--- src/rtl/bwf_ram.sv ---
`timescale 1ns / 1ps
`default_nettype none

// Simple dual-port RAM, registered read, new data on a same-address write
module bwf_ram #(
  parameter int DATA_W = 2,
  parameter int DEPTH  = 1024
) (
  input  wire logic                     clk_i,
  input  wire logic                     we_i,
  input  wire logic [$clog2(DEPTH)-1:0] waddr_i,
  input  wire logic [DATA_W-1:0]        wdata_i,
  input  wire logic [$clog2(DEPTH)-1:0] raddr_i,
  output logic      [DATA_W-1:0]        rdata_o
);

  logic [DATA_W-1:0] mem_q [DEPTH];
  logic [DATA_W-1:0] rdata_q;

  always_ff @(posedge clk_i) begin
    if (we_i) begin
      mem_q[waddr_i] <= wdata_i;
    end
    rdata_q <= (we_i && (waddr_i == raddr_i)) ? wdata_i : mem_q[raddr_i];
  end

  assign rdata_o = rdata_q;

endmodule

`default_nettype wire

--- config.mk ---
export PLATFORM = sky130hd
export DESIGN_NAME = bwf_ram
export DESIGN_NICKNAME = d
export VERILOG_FILES = /design/src/rtl/bwf_ram.sv
export SDC_FILE = /design/constraint.sdc
export NUM_CORES = 2
export LEC_CHECK = 0
export BUFFER_PORTS_ARGS = -buffer_cell sky130_fd_sc_hd__buf_2
export CAP_MARGIN = 20
export CELL_PAD_IN_SITES_DETAIL_PLACEMENT = 2
export CELL_PAD_IN_SITES_GLOBAL_PLACEMENT = 2
export CORE_MARGIN = 2
export CORE_UTILIZATION = 53
export CTS_CLUSTER_DIAMETER = 120
export CTS_CLUSTER_SIZE = 10
export DETAILED_ROUTE_END_ITERATION = 6
export PLACE_DENSITY_LB_ADDON = 0.1
export SLEW_MARGIN = 20
export SYNTH_ARGS = -nofsm -noshare
export SYNTH_HDL_FRONTEND = slang
export SYNTH_SLANG_ARGS = --single-unit
--- constraint.sdc ---
create_clock -name clk_i -period 5.4 [get_ports clk_i]
set_input_delay 1.62 -clock clk_i [delete_from_list [all_inputs] [get_ports clk_i]]
set_output_delay 1.62 -clock clk_i [all_outputs]
set_load 0.005 [all_outputs]
==> results of run 1 <==
[synth_stat cells (7+ instances only)]
master and count:
o22ai_1 45, mux2_2 8, buf_8 14, nor3b_1 10, a22o_1 13, mux2i_1 205
a221oi_1 13, a31oi_1 7, a211oi_1 13, a22oi_1 45, nor4_1 9, buf_2 26
buf_4 28, dfxtp_1 10, o21ai_0 36, nand3_1 39, nor2_1 1054, nand4_1 13
nor2b_1 13, clkbuf_1 239, o221ai_1 82, nand2_1 96, buf_6 33, mux4_2 449
a21oi_1 70, nor3_1 45, and3_1 8, buf_1 54, nand2b_1 8, edfxtp_1 2048
[cell families after synthesis]
group                  Yosys count
flip-flops                    2058
AND/OR/NAND/NOR               1324
buffers and inverters          402
AO/OA/AOI/OAI                  353
multiplexers                   664
[through the flow]
| stage | cell area, um2 | std cells |
|---|---|---|
| 3_3_place_gp | 87700 | 6772 |
| 2_1_floorplan | 83900 | 4801 |
==> results.cfg, run 1 <==
[synth]
synth.area.mux_share_pct = 14.6
synth_edf_count = 2048
ys.flop_type = edfxtp_1
ys_types = 66
synth_xor_area_share_pct = 0
ys_async_sr_fraction_pct = 0
ys_warn_count = 0
synth_seq_cells = 2058
synth_area_leader_cell = edfxtp_1
synthTopCellsByArea = edfxtp_1 73%, mux4_2 12%, nor2_1 4.7%
synth_area_per_cell_um2 = 17.5
synth_top_area_share_pct = 73.3
synthesis.area_mm2 = 0.0839
synthSimpleGateAreaFrac_pct = 6.39
synth_compound_area_share_pct = 2.97
yosys.area_share.adder_pct = 0
syn_inst = 4801
synth_top_family_by_area = multiplexers
synth-seq-area-share_pct = 73.5
synth_fp_nets = 4825

[die]
initial_core_util_pct = 53.2
die_w_um = 402
rows = 146
ios = 26
die_h_um = 402

[outcome]
stop_stage = detailed placement (3_5_place_dp)
status = aborted with a tool error
error_line = [ERROR DPL-0033] detailed placement checks failed during check placement.

[placement]
dpl.hpwl_mm = 198
gp_congestion = 0.838
io_buffers = 25
==> run 2: changes to the inputs <==
- CELL_PAD_IN_SITES_DETAIL_PLACEMENT: 2 -> unset
- CELL_PAD_IN_SITES_GLOBAL_PLACEMENT: 2 -> unset
- CORE_UTILIZATION: 53 -> 38
- CTS_CLUSTER_DIAMETER: 120 -> unset
- CTS_CLUSTER_SIZE: 10 -> unset
- PLACE_DENSITY_LB_ADDON: 0.1 -> 0.15
==> run 2 against run 1 <==
The flow now finishes, with violations (negative setup slack). Synthesized cell count did not move. Area after synthesis unchanged.
==> results.cfg, run 2 <==
[clocking]
root_buffer = clkbuf_16
clock-sinks = 2058
clkTransAtPathRegs_ns = 0.06
cts_buffers = 214
htreeDepth = 4
cts_tree = built
cts_max_path_buffers = 3

[final_layout]
multi_input_area_mm2 = 0.0208
final_common_cell = edfxtp_1
finalInstanceArea_mm2 = 0.0974
syn_to_final_growth_pct = 16.1
fill_cells = 19200
drive_gt1_share_pct = 24.3
layout_common_cells = 2,048 x edfxtp_1, 1,050 x nor2_1, 449 x mux4_2, 287 x buf_4, 219 x clkbuf_16
largest_registers = mem_q: 2048 flops
regArea_mm2 = 0.0617
finalNetCount = 5057
top_register = mem_q
largest_reg_flops = 2048
final_util_pct = 44.4

[die]
die_h_um = 474
ios = 26
initial_core_util_pct = 38.2
die_w_um = 474
die-area_mm2 = 0.225
fp.coreArea_mm2 = 0.220
rows = 172

[global_routing]
grt_first_pass_wirelength_mm = 365
overflow = 0
grt_pass1_vias = 47700
grt_start_max_net_pins = 200
grt_antenna_before_repair = 16
track_usage_pct = 23.0

[drt]
drt_iter0_drc = 5445
dr.pass1.iters = 6
wl_mm = 259
routedWlPerCell_um = 32.0
drc_errors = 0
num_vias = 46700
ant_nets = 0
via_per_inst = 5.77

[outcome]
status = complete, but fails checks
violations = negative setup slack

[setup_path]
crit_arrival_ns = 4.59
critPathMaxFanout = 5
cp.required_ns = 3.78
critPathKind = flop to output pin
start_kind = flop
cp-end-kind = output pin

[power_and_ir_drop]
pwr-share-seq_pct = 51.3
p_int_w = 0.0267
power_w = 0.0343
peakVddDrop_v = 0.000376
p_leak_nw = 30.0
power.share.clock_pct = 43.0
p_sw_share_pct = 22.1
powerDensity_mw_per_mm2 = 352
p_switching_w = 0.00759
p_comb_share_pct = 5.7

[sta]
rsz0062_at_grt = true
finalHoldViolCount = 0
setup_viol = 2
whs_ns = 0.859
relSlewSlack_pct = 25.7
setup_ws_ns = -0.808
drv_slew = 0
fmax_mhz = 161
worst_pin_slew_ns = 1.11
post-route-min-period_ns = 6.21
period_share_pct = 115

[synth]
ys_async_sr_fraction_pct = 0
synth_top_area_share_pct = 73.3
synth_seq_cells = 2058
synth_compound_area_share_pct = 2.97
synth.area.mux_share_pct = 14.6
ys_types = 66
yosys.area_share.adder_pct = 0
synth_edf_count = 2048
yosysMostFrequentCell = edfxtp_1
synth_area_leader_cell = edfxtp_1
ys_warn_count = 0
synth_top_cells_by_count = 2,048 x edfxtp_1, 1,054 x nor2_1, 449 x mux4_2, 239 x clkbuf_1, 205 x mux2i_1
ys.flop_type = edfxtp_1
synthTopCellsByArea = edfxtp_1 73%, mux4_2 12%, nor2_1 4.7%
synth_fp_nets = 4825
synthSimpleGateAreaFrac_pct = 6.39
synth_area_per_cell_um2 = 17.5
synth_xor_area_share_pct = 0
synth-seq-area-share_pct = 73.5
synthesis.area_mm2 = 0.0839
synth_top_family_by_area = multiplexers
syn_inst = 4801

[flow_run]
max_cap_viol_count = 0

[placement]
dpl.hpwl_mm = 149
gp_congestion = 0.795
io_buffers = 25
place_area_mm2 = 0.0895

[worst_hold_path]
hp-start = raddr_i[6]
worstHoldPathType = input port to flop
-- run 2: cell counts after synthesis --
Identical to the previous run, type by type.
-- run 2: timing repair --
| item | 4_1_cts | 5_1_grt |
|---|---|---|
| pin swaps | 10 | 9 |
| hold buffers | 0 | 0 |
| setup buffers | 23 | 10 |
| gates cloned | 8 | 1 |
| resized for setup | 76 | 26 |
| endpoints found under the setup margin | 2 | 2 |
-- run 2: final timing paths --
kind	slack [ns]	depth (start not counted)	to
worst max-delay path	-0.81	15	rdata_o[0]
worst min-delay path	0.86	1	flop
-- run 2: metal layers --
metal	GRT usage (%)	wire, um
met5	0	0
met4	5.62	6330
met3	3.41	17700
met2	37.5	125000
met1	32.6	110000
-- run 2: area by class of cell --
type / instances / area share (%)
clock buffers: 275 / 5.83
diodes: 5 / 0.0128
multi-input cells: 2341 / 21.4
well taps: 2871 / 3.69
inverters: 6 / 0.0282
flip-flops and latches: 2058 / 63.3
clock inverters: 129 / 1.30
repair buffers: 412 / 4.46
-- run 2: worst max-delay path, stage by stage (launching register included) --
cell and delay (ns):
dfxtp_4 0.47, buf_12 0.15, buf_12 0.10, buf_16 0.11
buf_4 0.13, mux4_2 0.51, a22o_1 0.29, a221oi_4 0.26
o22ai_2 0.20, nor3_4 0.29, buf_4 0.18, nor3_4 0.06
buf_4 0.13, o311ai_0 0.07, nand4_1 0.46, buf_2 0.29
-- run 2: cells by family after synthesis --
| kind of cell | count (synthesis) |
|---|---|
| DFF | 2058 |
| AOI/OAI and AO/OA | 353 |
| muxes | 664 |
| buffers and inverters | 402 |
| and+or+nand+nor | 1324 |
-- run 2: through the flow --
stage / setup WS [ns] / std cells / TNS (ns)
global placement: -0.400 / 7648 / -0.787
finish: -0.808 / 8097 / -1.56
global route: -0.886 / 8093 / -1.72
CTS: -0.881 / 8081 / -1.71
floorplan: 1.21 / 4801 / 0
detailed placement: -0.386 / 7648 / -0.761
-- run 2: power by group through the flow --
stage                     clock network [W]  logic, W  registers, W
after global placement                    0   0.00186        0.0179
after floorplan                           0  0.000914        0.0179
final                                0.0147   0.00196        0.0176
after detailed placement                  0   0.00186        0.0179
after global routing                 0.0156   0.00205        0.0176
after CTS                            0.0150   0.00195        0.0176
(Power assumes the default switching activity.)
