## config.mk

```make
export PLATFORM = sky130hd
export DESIGN_NAME = bwf_res_fifo_flat
export DESIGN_NICKNAME = d
export VERILOG_FILES = /design/src/rtl/bwf_pkg.sv /design/src/rtl/bwf_if.sv /design/src/rtl/bwf_res_fifo.sv /design/src/flat_wrapper.sv
export SDC_FILE = /design/constraint.sdc
export NUM_CORES = 1
export LEC_CHECK = 0
export ABC_AREA = 1
export BUFFER_PORTS_ARGS = -buffer_cell sky130_fd_sc_hd__clkbuf_2
export CORE_ASPECT_RATIO = 0.5
export CORE_MARGIN = 2
export CORE_UTILIZATION = 50
export CTS_BUF_LIST = sky130_fd_sc_hd__clkbuf_16
export DETAILED_ROUTE_END_ITERATION = 7
export PLACE_DENSITY = 0.74
export RECOVER_POWER = 100
export REMOVE_ABC_BUFFERS = 1
export SYNTH_ARGS = -nofsm -noshare
export SYNTH_HDL_FRONTEND = slang
export SYNTH_SLANG_ARGS = --single-unit
```

## constraint.sdc

```tcl
create_clock -name clk_i -period 1.8 [get_ports clk_i]
set_input_delay 0.36 -clock clk_i [delete_from_list [all_inputs] [get_ports clk_i]]
set_output_delay 0.36 -clock clk_i [all_outputs]
set_load 0.02 [all_outputs]
```

## src/rtl/bwf_pkg.sv

```systemverilog
`timescale 1ns / 1ps
`default_nettype none

package bwf_pkg;

  // Configuration port
  localparam int CFG_IDX_W  = 2;
  localparam int CFG_DATA_W = 11;
  localparam int CFG_DIM_W  = 11;
  localparam int CFG_MODE_W = 2;

  localparam logic [CFG_IDX_W-1:0] CFG_IDX_MODE   = 2'd0;
  localparam logic [CFG_IDX_W-1:0] CFG_IDX_WIDTH  = 2'd1;
  localparam logic [CFG_IDX_W-1:0] CFG_IDX_HEIGHT = 2'd2;

  // Result fields
  localparam int VALUE_W = 4;
  localparam int ROW_W   = 10;
  localparam int COL_W   = 10;

  // Smallest frame side accepted; smaller settings are raised to it
  localparam int DIM_MIN = 2;

  // Result queue depth (power of two, at least two)
  localparam int RES_DEPTH = 4;

  localparam logic [VALUE_W-1:0] MAJORITY_MIN = 4'd4;
  localparam logic [VALUE_W-1:0] FULL_COUNT   = 4'd9;

  typedef enum logic [CFG_MODE_W-1:0] {
    MODE_COUNT      = 2'd0,
    MODE_MAJORITY   = 2'd1,
    MODE_RECT_EDGE  = 2'd2,
    MODE_CROSS_EDGE = 2'd3
  } filter_mode_e;

  typedef enum logic {
    OP_PIXEL = 1'b0,
    OP_FLUSH = 1'b1
  } op_e;

  localparam filter_mode_e        MODE_RST   = MODE_MAJORITY;
  localparam logic [CFG_DIM_W-1:0] WIDTH_RST  = 11'd640;
  localparam logic [CFG_DIM_W-1:0] HEIGHT_RST = 11'd480;

  typedef struct packed {
    logic [VALUE_W-1:0] value;
    logic [ROW_W-1:0]   out_row;
    logic [COL_W-1:0]   out_col;
    logic               last;
  } result_t;

  // Column triples: bit0 row above, bit1 centre row, bit2 row below
  function automatic logic [VALUE_W-1:0] filter_px(filter_mode_e mode, logic [2:0] l,
                                                   logic [2:0] m, logic [2:0] r,
                                                   logic border);
    logic [8:0]         bits;
    logic [VALUE_W-1:0] cnt;
    logic               centre;
    logic               all_set;
    logic [VALUE_W-1:0] res;
    bits = {r, m, l};
    cnt  = '0;
    for (int i = 0; i < 9; i++) begin
      cnt = cnt + VALUE_W'(bits[i]);
    end
    centre  = m[1];
    all_set = m[0] & m[2] & l[1] & r[1];
    case (mode)
      MODE_COUNT:     res = cnt;
      MODE_MAJORITY:  res = VALUE_W'(cnt > MAJORITY_MIN);
      MODE_RECT_EDGE: res = VALUE_W'(centre && (cnt < FULL_COUNT));
      default:        res = VALUE_W'(!border && centre && !all_set);
    endcase
    return res;
  endfunction

endpackage

`default_nettype wire

```

## src/rtl/bwf_if.sv

```systemverilog
`timescale 1ns / 1ps
`default_nettype none


// Filtered result stream
interface bwf_out_if;
  import bwf_pkg::*;
  logic               valid;
  logic               ready;
  logic [VALUE_W-1:0] value;
  logic [ROW_W-1:0]   out_row;
  logic [COL_W-1:0]   out_col;
  logic               last;

  modport source (output valid, output value, output out_row, output out_col, output last,
                  input ready);
  modport sink (input valid, input value, input out_row, input out_col, input last,
                output ready);
endinterface

`default_nettype wire

```

## src/rtl/bwf_res_fifo.sv

```systemverilog
`timescale 1ns / 1ps
`default_nettype none

// Result queue: up to two writes per cycle, one read per cycle
module bwf_res_fifo #(
  parameter int DEPTH = 4
) (
  input  wire logic                     clk_i,
  input  wire logic                     rst_ni,
  input  wire logic                     push_a_i,
  input  wire logic                     push_b_i,
  input  wire bwf_pkg::result_t         data_a_i,
  input  wire bwf_pkg::result_t         data_b_i,
  output logic                          room_o,
  output logic [$clog2(DEPTH+1)-1:0]    level_o,
  bwf_out_if.source                     res_o
);
  import bwf_pkg::*;

  localparam int PW = $clog2(DEPTH);
  localparam int LW = $clog2(DEPTH + 1);

  result_t       mem_q [DEPTH];
  logic [PW-1:0] wr_ptr_q, wr_ptr_d, wr_ptr_nx;
  logic [PW-1:0] rd_ptr_q, rd_ptr_d;
  logic [LW-1:0] level_q, level_d;
  logic          pop;
  result_t       head;

  assign pop       = res_o.valid & res_o.ready;
  assign wr_ptr_nx = wr_ptr_q + PW'(1);

  // pointer and fill level update
  always_comb begin
    wr_ptr_d = wr_ptr_q + PW'(push_a_i) + PW'(push_b_i);
    rd_ptr_d = rd_ptr_q + PW'(pop);
    level_d  = level_q + LW'(push_a_i) + LW'(push_b_i) - LW'(pop);
  end

  always_ff @(posedge clk_i or negedge rst_ni) begin
    if (!rst_ni) begin
      wr_ptr_q <= '0;
      rd_ptr_q <= '0;
      level_q  <= '0;
    end else begin
      wr_ptr_q <= wr_ptr_d;
      rd_ptr_q <= rd_ptr_d;
      level_q  <= level_d;
    end
  end

  // storage; second entry of a pair lands behind the first
  always_ff @(posedge clk_i) begin
    if (push_a_i) begin
      mem_q[wr_ptr_q] <= data_a_i;
    end
    if (push_b_i) begin
      mem_q[wr_ptr_nx] <= data_b_i;
    end
  end

  assign head          = mem_q[rd_ptr_q];
  assign res_o.valid   = (level_q != '0);
  assign res_o.value   = head.value;
  assign res_o.out_row = head.out_row;
  assign res_o.out_col = head.out_col;
  assign res_o.last    = head.last;

  // room for a full pair regardless of the reader
  assign room_o  = (level_q <= LW'(DEPTH - 2));
  assign level_o = level_q;

endmodule

`default_nettype wire

```

## src/flat_wrapper.sv

```systemverilog
// flat-port wrapper written by rule: the top's interface ports become plain ports
module bwf_res_fifo_flat import bwf_pkg::*;
#(
  parameter int DEPTH = 4
)
  (clk_i, rst_ni, push_a_i, push_b_i, data_a_i, data_b_i, room_o, level_o, res_o_valid, res_o_value, res_o_out_row, res_o_out_col, res_o_last, res_o_ready);
  bwf_out_if res_o_i ();
  input  wire logic clk_i;
  input  wire logic rst_ni;
  input  wire logic push_a_i;
  input  wire logic push_b_i;
  input  wire bwf_pkg::result_t data_a_i;
  input  wire bwf_pkg::result_t data_b_i;
  output logic room_o;
  output logic [$clog2(DEPTH+1)-1:0] level_o;
  output wire logic [$bits(res_o_i.valid)-1:0] res_o_valid;
  output wire logic [$bits(res_o_i.value)-1:0] res_o_value;
  output wire logic [$bits(res_o_i.out_row)-1:0] res_o_out_row;
  output wire logic [$bits(res_o_i.out_col)-1:0] res_o_out_col;
  output wire logic [$bits(res_o_i.last)-1:0] res_o_last;
  input wire logic [$bits(res_o_i.ready)-1:0] res_o_ready;
  assign res_o_valid = res_o_i.valid;
  assign res_o_value = res_o_i.value;
  assign res_o_out_row = res_o_i.out_row;
  assign res_o_out_col = res_o_i.out_col;
  assign res_o_last = res_o_i.last;
  assign res_o_i.ready = res_o_ready;
  bwf_res_fifo #(.DEPTH(DEPTH)) u_core (.clk_i(clk_i), .rst_ni(rst_ni), .push_a_i(push_a_i), .push_b_i(push_b_i), .data_a_i(data_a_i), .data_b_i(data_b_i), .room_o(room_o), .level_o(level_o), .res_o(res_o_i));
endmodule
```

# Word level (Yosys, flattened, before mapping)
# Memories as Yosys holds them, arrays and structs flattened.
# Index checks and enable logic that the tools add are counted.
# totals
regBits	7
latchBits	0
ramBits	100
romBits	0
input_bits	55
elab_cells	18
memories	1
# op_classes
add_sub_neg	7
multipliers	0
div_mod_pow	0
magnitude_cmp	1
eq_ne	0
shift	0
n_mux	4
bitwise	1
n_reduce_logical	1
# mem_list
memory	words	width	rd	rd_clocked_by_memory_dff	write_ports	line_no	text
u_core.mem_q	4	25	1	0	2	bwf_res_fifo.sv:23	result_t mem_q [DEPTH];
# ops
operator	n
$add 2x1->2	3
$add 3x1->3	2
$mux 1	4
$le 3x2->1 const B	1
$reduce_bool 3->1	1
$sub 3x1->3	1
$add 2x1->2 const B	1
$and 1x1->1	1

# Longest topological paths before layout
# Gate-level depths: netlist (run 1).
# logic_depth
depth_word	3
mapped_depth	9

# Least setup slack after synthesis (run 1)
# No wires, ideal clock.
# synth_path
path_kind	input to register
startpoint	in push_b_i
endpoint	reg u_core.level_q[2] (netlist: u_core.level_o[2])
setup_time_ns	0.123
arrival_ns	2.051
required_ns	1.677
slack_ns	-0.374
cell_stages	9
path_cell_list	buf_4 > buf_4 > buf_2 > inv_1 > ha_1 > inv_1 > fa_1 > fa_1 > xnor2_1
# synth_between
elab_chain_len	2
# synth_lines
item	line_no	text
from (decl)	flat_wrapper.sv:11	input wire logic push_b_i;
$add 3x1->3	bwf_res_fifo.sv:37	level_d = level_q + LW'(push_a_i) + LW'(push_b_i) - LW'(pop);
$sub 3x1->3	bwf_res_fifo.sv:37	
net u_core.level_d[2]	bwf_res_fifo.sv:26	logic [LW-1:0] level_q, level_d;
to (signal assigned)	bwf_res_fifo.sv:48	level_q <= level_d;
to (decl)	bwf_res_fifo.sv:26	
# The timed path passes the listed nets, and every way through them passes these cells.

# Worst setup path in the final report (run 1)
# layout_path
startpoint	reg u_core.rd_ptr_q[0]
endpoint	out res_o_out_row[6]
# layout_between
elab_chain_len	1
# layout_lines
item	line_no	text
from (decl)	bwf_res_fifo.sv:25	logic [PW-1:0] rd_ptr_q, rd_ptr_d;
from (signal assigned)	bwf_res_fifo.sv:47	rd_ptr_q <= rd_ptr_d;
$mem_v2 4x25	--	
to (decl)	flat_wrapper.sv:18	output wire logic [$bits(res_o_i.out_row)-1:0] res_o_out_row;
# No other way between the ends.

==> results by stage, run 1 <==
Timing:
- The worst hold slack after final layout is around 320 ps.
- The pin slew with the least headroom to its limit is 733 ps.
- The aggregate negative setup slack is -1100 ps.
- The worst path uses 104% of the clock period.
- Across the routed clock network, the largest skew measured is 8.87 ps.
- The maximum clock rate is about 530 MHz.
- The total count of max-transition violations in the final report is 0.
- The hold violation count in the final report is 0.
- The final period demand of the worst path is ~1900 ps.
- The number of setup violations in the final report is 27.
- The worst path setup slack after routing is -72.2 ps.
- Setup repair after global routing could not meet its margin everywhere.
- The relative slew slack is 51.1%.

Placement:
- OpenSTA, run right after detailed placement, puts the worst setup slack at -230 ps.
- Summed over all nets, the half-perimeter wirelength after detailed placement is 10,400 microns.
- The number of placed instances, taps included is 1,011.
- Port buffering added 84 buffers.
- The final weighted congestion of routability-driven global placement is around 0.83.

Routing:
- The via count of the routed design is 5,538.
- After the first detailed-routing iteration, the DRC count stood at around 510.
- The routed length per instance is 16.5 microns.
- The routed design has ~17,000 microns of wire.
- The via density per instance is ~5.4.
- The pre-antenna-repair detailed-routing pass consisted of 5 iterations.
- The detail route stage leaves a number of antenna-violating nets equal to 0.
- The number of design rule violations left after detail routing is 0.

Worst setup path:
- The startpoint-to-endpoint class of the critical path is register to output pin.
- The signal arrival time at the worst endpoint is about 1500 ps.
- STA classifies the critical path startpoint as a register.
- The capturing element type of the critical path is an output pin.
- At the worst endpoint, the required time is 1440 ps.
- The capturing element of the worst setup path is res_o_out_row[6].
- The maximum fanout count along the critical path is 8.
- The number of cells traversed by the worst register-to-register path is 7.
- The capture instance of the worst register-to-register path is u_core.level_o[2]$_DFF_PN0_.
- The slack of the worst reg-to-reg path is -70 ps.
- The source of the critical timing path is u_core.rd_ptr_q[0]$_DFF_PN0_.
- The startpoint identified for the worst register-to-register timing path is u_core.level_o[1]$_DFF_PN0_.

Synth:
- The biggest area contributor in the post-synthesis netlist is sky130_fd_sc_hd__edfxtp_1.
- Ranked by total cell area, the synthesized netlist is headed by sky130_fd_sc_hd__edfxtp_1, sky130_fd_sc_hd__nand2_1, sky130_fd_sc_hd__inv_1.
- The number of synthesized register bits is 107.
- The number of flops mapped to enable cells by yosys is 100.
- After synthesis, the share of flip-flops with an asynchronous set or reset is 6.54%.
- After synthesis, the netlist uses 24 different library cells.
- The mean instance size in the synthesized netlist is about 8 sq um.
- In this run the cell area of the synthesized design comes to between 6000 and 7000 sq um.
- The fraction of synthesized cell area taken by the top area cell type is roughly 49%.
- Yosys printed 0 warnings.
- The sequential fraction of the synthesis area is 51.7%.
- After synthesis, the most frequently instantiated cells are sky130_fd_sc_hd__nand2_1, sky130_fd_sc_hd__inv_1, sky130_fd_sc_hd__edfxtp_1.
- Synthesis produced a netlist whose cell count is 768.
- The most frequently used cell type in the post-synthesis netlist is sky130_fd_sc_hd__nand2_1.
- The top flip-flop cell by instance count after synthesis is sky130_fd_sc_hd__edfxtp_1.

Finish:
- The ratio of cells with drive above 1 in the final layout is 27.3%.
- The area added between synthesis and finish is 27.1%.
- At the end of the flow, the number of nets in the layout was approximately 930.
- The number of fillers in the final layout is 931.
- The final instance count without filler cells is 1,034.
- The number of antenna repair diodes is 0.

Global routing:
- The global routing usage summed across all routing layers is 24.9%.
- The via count of the first global-routing pass is 5,133.
- The number of antenna violations at the first check in global routing came to 0.
- The maximum number of pins on one net before global-route repair is 40.
- The wire length of the first global-routing pass is 24,900 microns.
- The total grt overflow is 0.

Min path:
- Along the worst hold path, the cell count comes to 3.
- The class of the tightest hold or removal check is input pin to register.
- The startpoint identified for the worst hold timing path is data_a_i[17].

Clock tree:
- Clock-pin slew was measured on the worst setup and hold paths at 70 ps.
- The clock passes through at most 2 buffers.
- The number of clock buffers added by TritonCTS is 9.
- For this design, the sink count on the clock tree is 107.
- The CTS tree is yes.
- The clock root buffer is sky130_fd_sc_hd__clkbuf_16.
- At the later pin of the worst-skew pair, clock insertion delay measures 360 ps.
- The H-tree depth is 3.

Power and ir drop:
- Overall power consumption after layout is estimated at 14.2 mW.
- The power per standard cell area is about 1800 nW/um^2.
- The leakage power summed over all cells is 3.99 nW.
- Across the VDD grid, the largest voltage drop is 1.12 mV.

Die:
- The die area is 13,300 sq um.
- The die extent in y is roughly 82 microns.
- The area of the core region is 11,900 sq um.
- The floorplan has 28 rows.
- The effective utilization at floorplan is 51.6%.
- between 80 and 90 I/O pins were placed.
- The width of the chip is 161 microns.

Flow run:
- The number of violations of the max-capacitance limit is 0.

Status:
- The final reports fail on setup timing.
- The flow ran to the end, but the final reports show violations.
## worst min-delay path by stage
stage,slack (ps),endpoint
floorplan,60,u_core.level_o[0]$_DFF_PN0_
global placement,220,u_core.level_o[0]$_DFF_PN0_
detailed placement,220,u_core.level_o[0]$_DFF_PN0_
CTS,320,u_core.mem_q[2][17]$_DFFE_PP_
global route,320,u_core.mem_q[2][20]$_DFFE_PP_
finish,320,u_core.mem_q[1][17]$_DFFE_PP_
## layout by cell type, fill, tap and decap left out, drive strengths merged, types with 2 or more instances in the layout
master	count
buf	65
clkbuf	78
clkinv	3
dfrtp	7
edfxtp	100
fa	3
ha	3
inv	136
nand2	308
nand3	81
nand4	50
nor2	2
o21ai	25
xor2	2
## critical path, cell delays in order (launching register included)
cell	delay (ps)
sky130_fd_sc_hd__dfrtp_2	480
sky130_fd_sc_hd__inv_8	150
sky130_fd_sc_hd__clkbuf_16	210
sky130_fd_sc_hd__nand2_2	60
sky130_fd_sc_hd__nand3_2	60
sky130_fd_sc_hd__nand2_2	70
sky130_fd_sc_hd__buf_6	130
## through the flow
| stage | util (%) | instance area [sq um] |
|---|---|---|
| 6_report | 65.6 | 7820 |
| 5_1_grt | 65.6 | 7820 |
| 4_1_cts | 61.0 | 7260 |
| 3_5_place_dp | 57.7 | 6880 |
| 3_3_place_gp | 57.7 | 6880 |
| 2_1_floorplan | - | 5860 |
## cells by family after synthesis
family	after synthesis	synth area share, %
compound gates	27	2.28
xor+xnor	3	0.427
buf+inv	184	12.9
fa+ha+maj	6	1.59
simple gates	441	31.1
flops	107	51.7
## state kept, by name, summed over array words and instances, names as in the netlist
| signal | cells |
|---|---|
| u_core.mem_q | 100 |
| u_core.wr_ptr_q | 2 |
| u_core.level_o | 3 |
| u_core.rd_ptr_q | 2 |
## layer usage
layer  part of all wire, %  GRT usage (%)  routed length (microns)
met5                     0              0                        0
met4                   2.1           8.84                      364
met3                    11           6.39                     1890
met2                    48           43.3                     8170
met1                    39           30.8                     6590
## power breakdown
group,internal [mW],switching [mW],total [mW]
Sequential,3.91,0.312,4.22
Combinational,3.03,5.02,8.05
Clock,1.07,0.869,1.94
Total,8.01,6.20,14.2
## layout make-up
cell class	count	area, sq um	area share, %
clock buffer	9	225	2.88
clock inverter	6	65.1	0.832
inverter	135	514	6.58
multi-input combinational	477	2550	32.7
sequential	107	3180	40.7
tap	165	206	2.64
timing repair buffer	135	1070	13.7
## repair_timing
item | 4_1_cts | 5_1_grt
setup endpoints to repair | 25 | 28
hold buffers | 1 | 0
buffers inserted | 1 | 1
resized for setup | 17 | 165
pin swaps | 1 | 21
hold endpoints to repair | 7 | 0
gates cloned | 1 | 4
(Power assumes the default switching activity.)
==> run 2: changes to the inputs <==
--- a/config.mk
+++ b/config.mk
@@ -12,7 +12,7 @@
 export CORE_UTILIZATION = 50
 export CTS_BUF_LIST = sky130_fd_sc_hd__clkbuf_16
 export DETAILED_ROUTE_END_ITERATION = 7
-export PLACE_DENSITY = 0.74
+export PLACE_DENSITY = 0.71
 export RECOVER_POWER = 100
 export REMOVE_ABC_BUFFERS = 1
 export SYNTH_ARGS = -nofsm -noshare
==> constraint.sdc (replaced) <==
create_clock -name clk_i -period 2.3 [get_ports clk_i]
set_input_delay 0.46 -clock clk_i [delete_from_list [all_inputs] [get_ports clk_i]]
set_output_delay 0.46 -clock clk_i [all_outputs]
set_load 0.02 [all_outputs]
==> results by stage, run 2 (same netlist as run 1, synthesis figures left out) <==
Status:
- The flow ran to the end, and the final reports show no timing, DRC or antenna violations.

Timing:
- The maximum clock rate is 458 MHz.
- The total count of max-transition violations in the final report was 0 (unchanged).
- Setup repair after global routing left no endpoint under its margin.
- The worst hold slack after final layout is 419 ps (+100 ps).
- The worst path setup slack after routing is 118 ps (+190 ps).
- The final critical path takes up 94.9% of the cycle.
- Counting I/O delays and the setup requirement, the final critical path takes 2180 ps.
- The relative slew slack is 48.3% (-2.8 points).
- The pin slew with the least headroom to its limit is 775 ps (+41.9 ps).
- The number of setup violations in the final report is 0 (-100%).
- The hold violation count in the final report is 0 (unchanged).
- The setup skew after layout is 5.47 ps (-3.40 ps).

Worst setup path:
- The capturing element type of the critical path is an output pin.
- The largest individual stage delay along the critical path comes from the cell sky130_fd_sc_hd__dfrtp_1.
- The maximum fanout count along the critical path is 12 (+4).
- The signal arrival time at the worst endpoint came to 1720 ps (+210 ps).
- The critical path launch point type is a register.
- By startpoint and endpoint, the worst setup path is classified as register to output pin.
- The worst endpoint required time is 1840 ps (+400 ps).
- The maximum cell stage delay along the critical path was 490 ps (about the same).
- The signal on the critical path passes through inv_1 -> clkbuf_2 -> nand3_1 -> nand2_1 -> clkbuf_1.

Power and ir drop:
- The sequential cell fraction of total power is 35.2% (+5.5 points).
- The switching power as a share of total power is 44.6% (+0.92 points).
- The switching power of the nets is 4.23 mW (-32%).
- The combinational share of power is 48.1% (-8.5 points).
- The worst voltage drop across the vdd grid is 0.667 mV (-41%).
- The share of total power in the clock network came to 16.7% (+3.0 points).
- The internal power summed over all cells came to 5.27 mW (-34%).
- The leakage power summed over all cells came to 3.64 nW (-8.9%).
- The power per standard cell area is 1350 nW/um^2 (-26%).
- The overall power after layout was 9.50 mW (-33%).

Clock tree:
- The number of buffers inserted by post-CTS setup repair is 0 (-1).
- The clock-pin slew reported for the worst setup and hold paths after clock tree synthesis came to 70 ps (about the same).
- The clock network latency to the later pin of the worst-skew pair is 360 ps (about the same).
- The worst-case clock buffer depth is 2 (unchanged).
- The root buffer cell chosen for the clock tree is sky130_fd_sc_hd__clkbuf_16.
- TritonCTS built the clock tree.
- The H-tree depth came to 3 (unchanged).
- The number of buffers created by CTS came to 9 (unchanged).
- The clock sink total is 107 (unchanged).

Placement:
- The post-detailed-placement half-perimeter wirelength was 10,300 microns (-1.2%).
- The number of placed instances, taps included is 997 (-1.4%).
- The number of port buffers is 84 (unchanged).
- The pre-CTS setup slack is 210 ps (+440 ps).
- The post-placement cell area is 6760 sq um (-1.7%).
- The final weighted congestion of routability-driven global placement came to 0.800 (-3.3%).

Global routing:
- The via count of the first global-routing pass was 5,073 (-1.2%).
- The global routing usage summed across all routing layers is 24.6% (-0.31 points).
- The total grt overflow was 0 (unchanged).
- The maximum number of pins on one net before global-route repair is 81 (+100%).
- The wire length of the first global-routing pass is 25,000 microns (+0.31%).
- The number of antenna violations at the first check in global routing is 0 (unchanged).

Finish:
- The most common cell after layout, fill and taps aside is sky130_fd_sc_hd__nand2_1.
- The area added between synthesis and finish is 14.1%.
- The number of flip-flops in the largest register is 100 (unchanged).
- The ratio of cells with drive above 1 in the final layout came to 14.5% (-13 points).
- The final instance count without filler cells came to 1,015 (-1.8%).
- The post-layout instance area is 7020 sq um (-10%).
- The register with the most flip-flops in the final layout is u_core.mem_q.
- The final layout net count was 906 (-2.2%).
- In the layout the commonest cells are sky130_fd_sc_hd__nand2_1, sky130_fd_sc_hd__inv_1, sky130_fd_sc_hd__edfxtp_1.
- The number of antenna repair diodes is 0 (unchanged).

Min path:
- The class of the tightest hold or removal check is input pin to register.

Routing:
- The via density per instance was 5.19 (-3.1%).
- The via count of the routed design was 5,268 (-4.9%).
- The initial detailed-routing violation count is 369 (-28%).
- The number of detailed-route iterations in the first pass is 5 (unchanged).
- The routed length per instance came to 15.4 microns (-6.3%).
- The number of design rule violations left after detail routing is 0 (unchanged).
- The overall routed net length is 15,600 microns (-8.1%).
- The final antenna-violating net count is 0 (unchanged).

Die:
- The die area came to 13,300 sq um (unchanged).
- The effective utilization at floorplan is 51.6% (unchanged).
- The top-level port count was 85 (unchanged).
- The width of the chip came to 161 microns (unchanged).
- The die extent in y is 82.4 microns (unchanged).
- The cell row count is 28 (unchanged).
- The area of the core region is 11,900 sq um (unchanged).

Flow run:
- The number of violations of the max-capacitance limit is 0 (unchanged).
-- run 2: final cells by class --
class | count | area, sq um
clock buffers | 9 | 225
clock inverters | 7 | 76.3
fillers | 1061 | 4890
inverters | 135 | 509
multi-input cells | 477 | 2160
flip-flops and latches | 107 | 3180
well taps | 165 | 206
repair buffers | 115 | 662
-- run 2: worst max-delay path: cells and delay by family (launching register included) --
family / cells / cell delay (ps)
and+or+nand+nor: 2 / 210
buffers and inverters: 3 / 650
DFF: 1 / 490
-- run 2: power by group through the flow --
stage,sequential (mW),combinational [mW],clock [mW]
finish,3.35,4.57,1.59
global route,3.41,5.07,1.66
CTS,3.35,4.65,1.59
detailed placement,3.39,4.63,0
global placement,3.36,4.51,0
floorplan,3.54,2.55,0
-- run 2: path summary, 6_finish.rpt --
path	slack, ps	depth (start not counted)	to	from
setup reg to reg	180	5	u_core.mem_q[2][23]$_DFFE_PP_	u_core.wr_ptr_q[0]$_DFF_PN0_
min in group asynchronous	550	2	u_core.wr_ptr_q[1]$_DFF_PN0_	rst_ni
hold / removal	420	3	u_core.mem_q[1][2]$_DFFE_PP_	data_a_i[2]
hold reg to reg	620	1	u_core.level_o[0]$_DFF_PN0_	u_core.level_o[0]$_DFF_PN0_
max in group asynchronous	1410	2	u_core.rd_ptr_q[0]$_DFF_PN0_	rst_ni
setup / recovery	120	5	res_o_out_col[4]	u_core.rd_ptr_q[1]$_DFF_PN0_
-- run 2: through the flow --
step                util, %  TNS [ps]
global placement       56.7         0
CTS                    59.4         0
floorplan                 -    -32480
finish                 58.9         0
detailed placement     56.7         0
global route           58.9         0
-- run 2: repair_timing --
| action | in CTS | in global routing |
|---|---|---|
| endpoints found under the setup margin | 0 | 6 |
| hold buffers | 1 | 0 |
| resized for setup | 0 | 1 |
| endpoints found under the hold margin | 7 | 0 |
-- run 2: metal layers --
| layer | up-vias | track usage (%) | wire [microns] |
|---|---|---|---|
| met2 | 230 | 42.7 | 7370 |
| met3 | 14 | 5.19 | 1240 |
| met5 | - | 0 | 0 |
| met1 | 2416 | 31.5 | 6890 |
| li1 | 2608 | - | - |
| met4 | 0 | 8.13 | 145 |
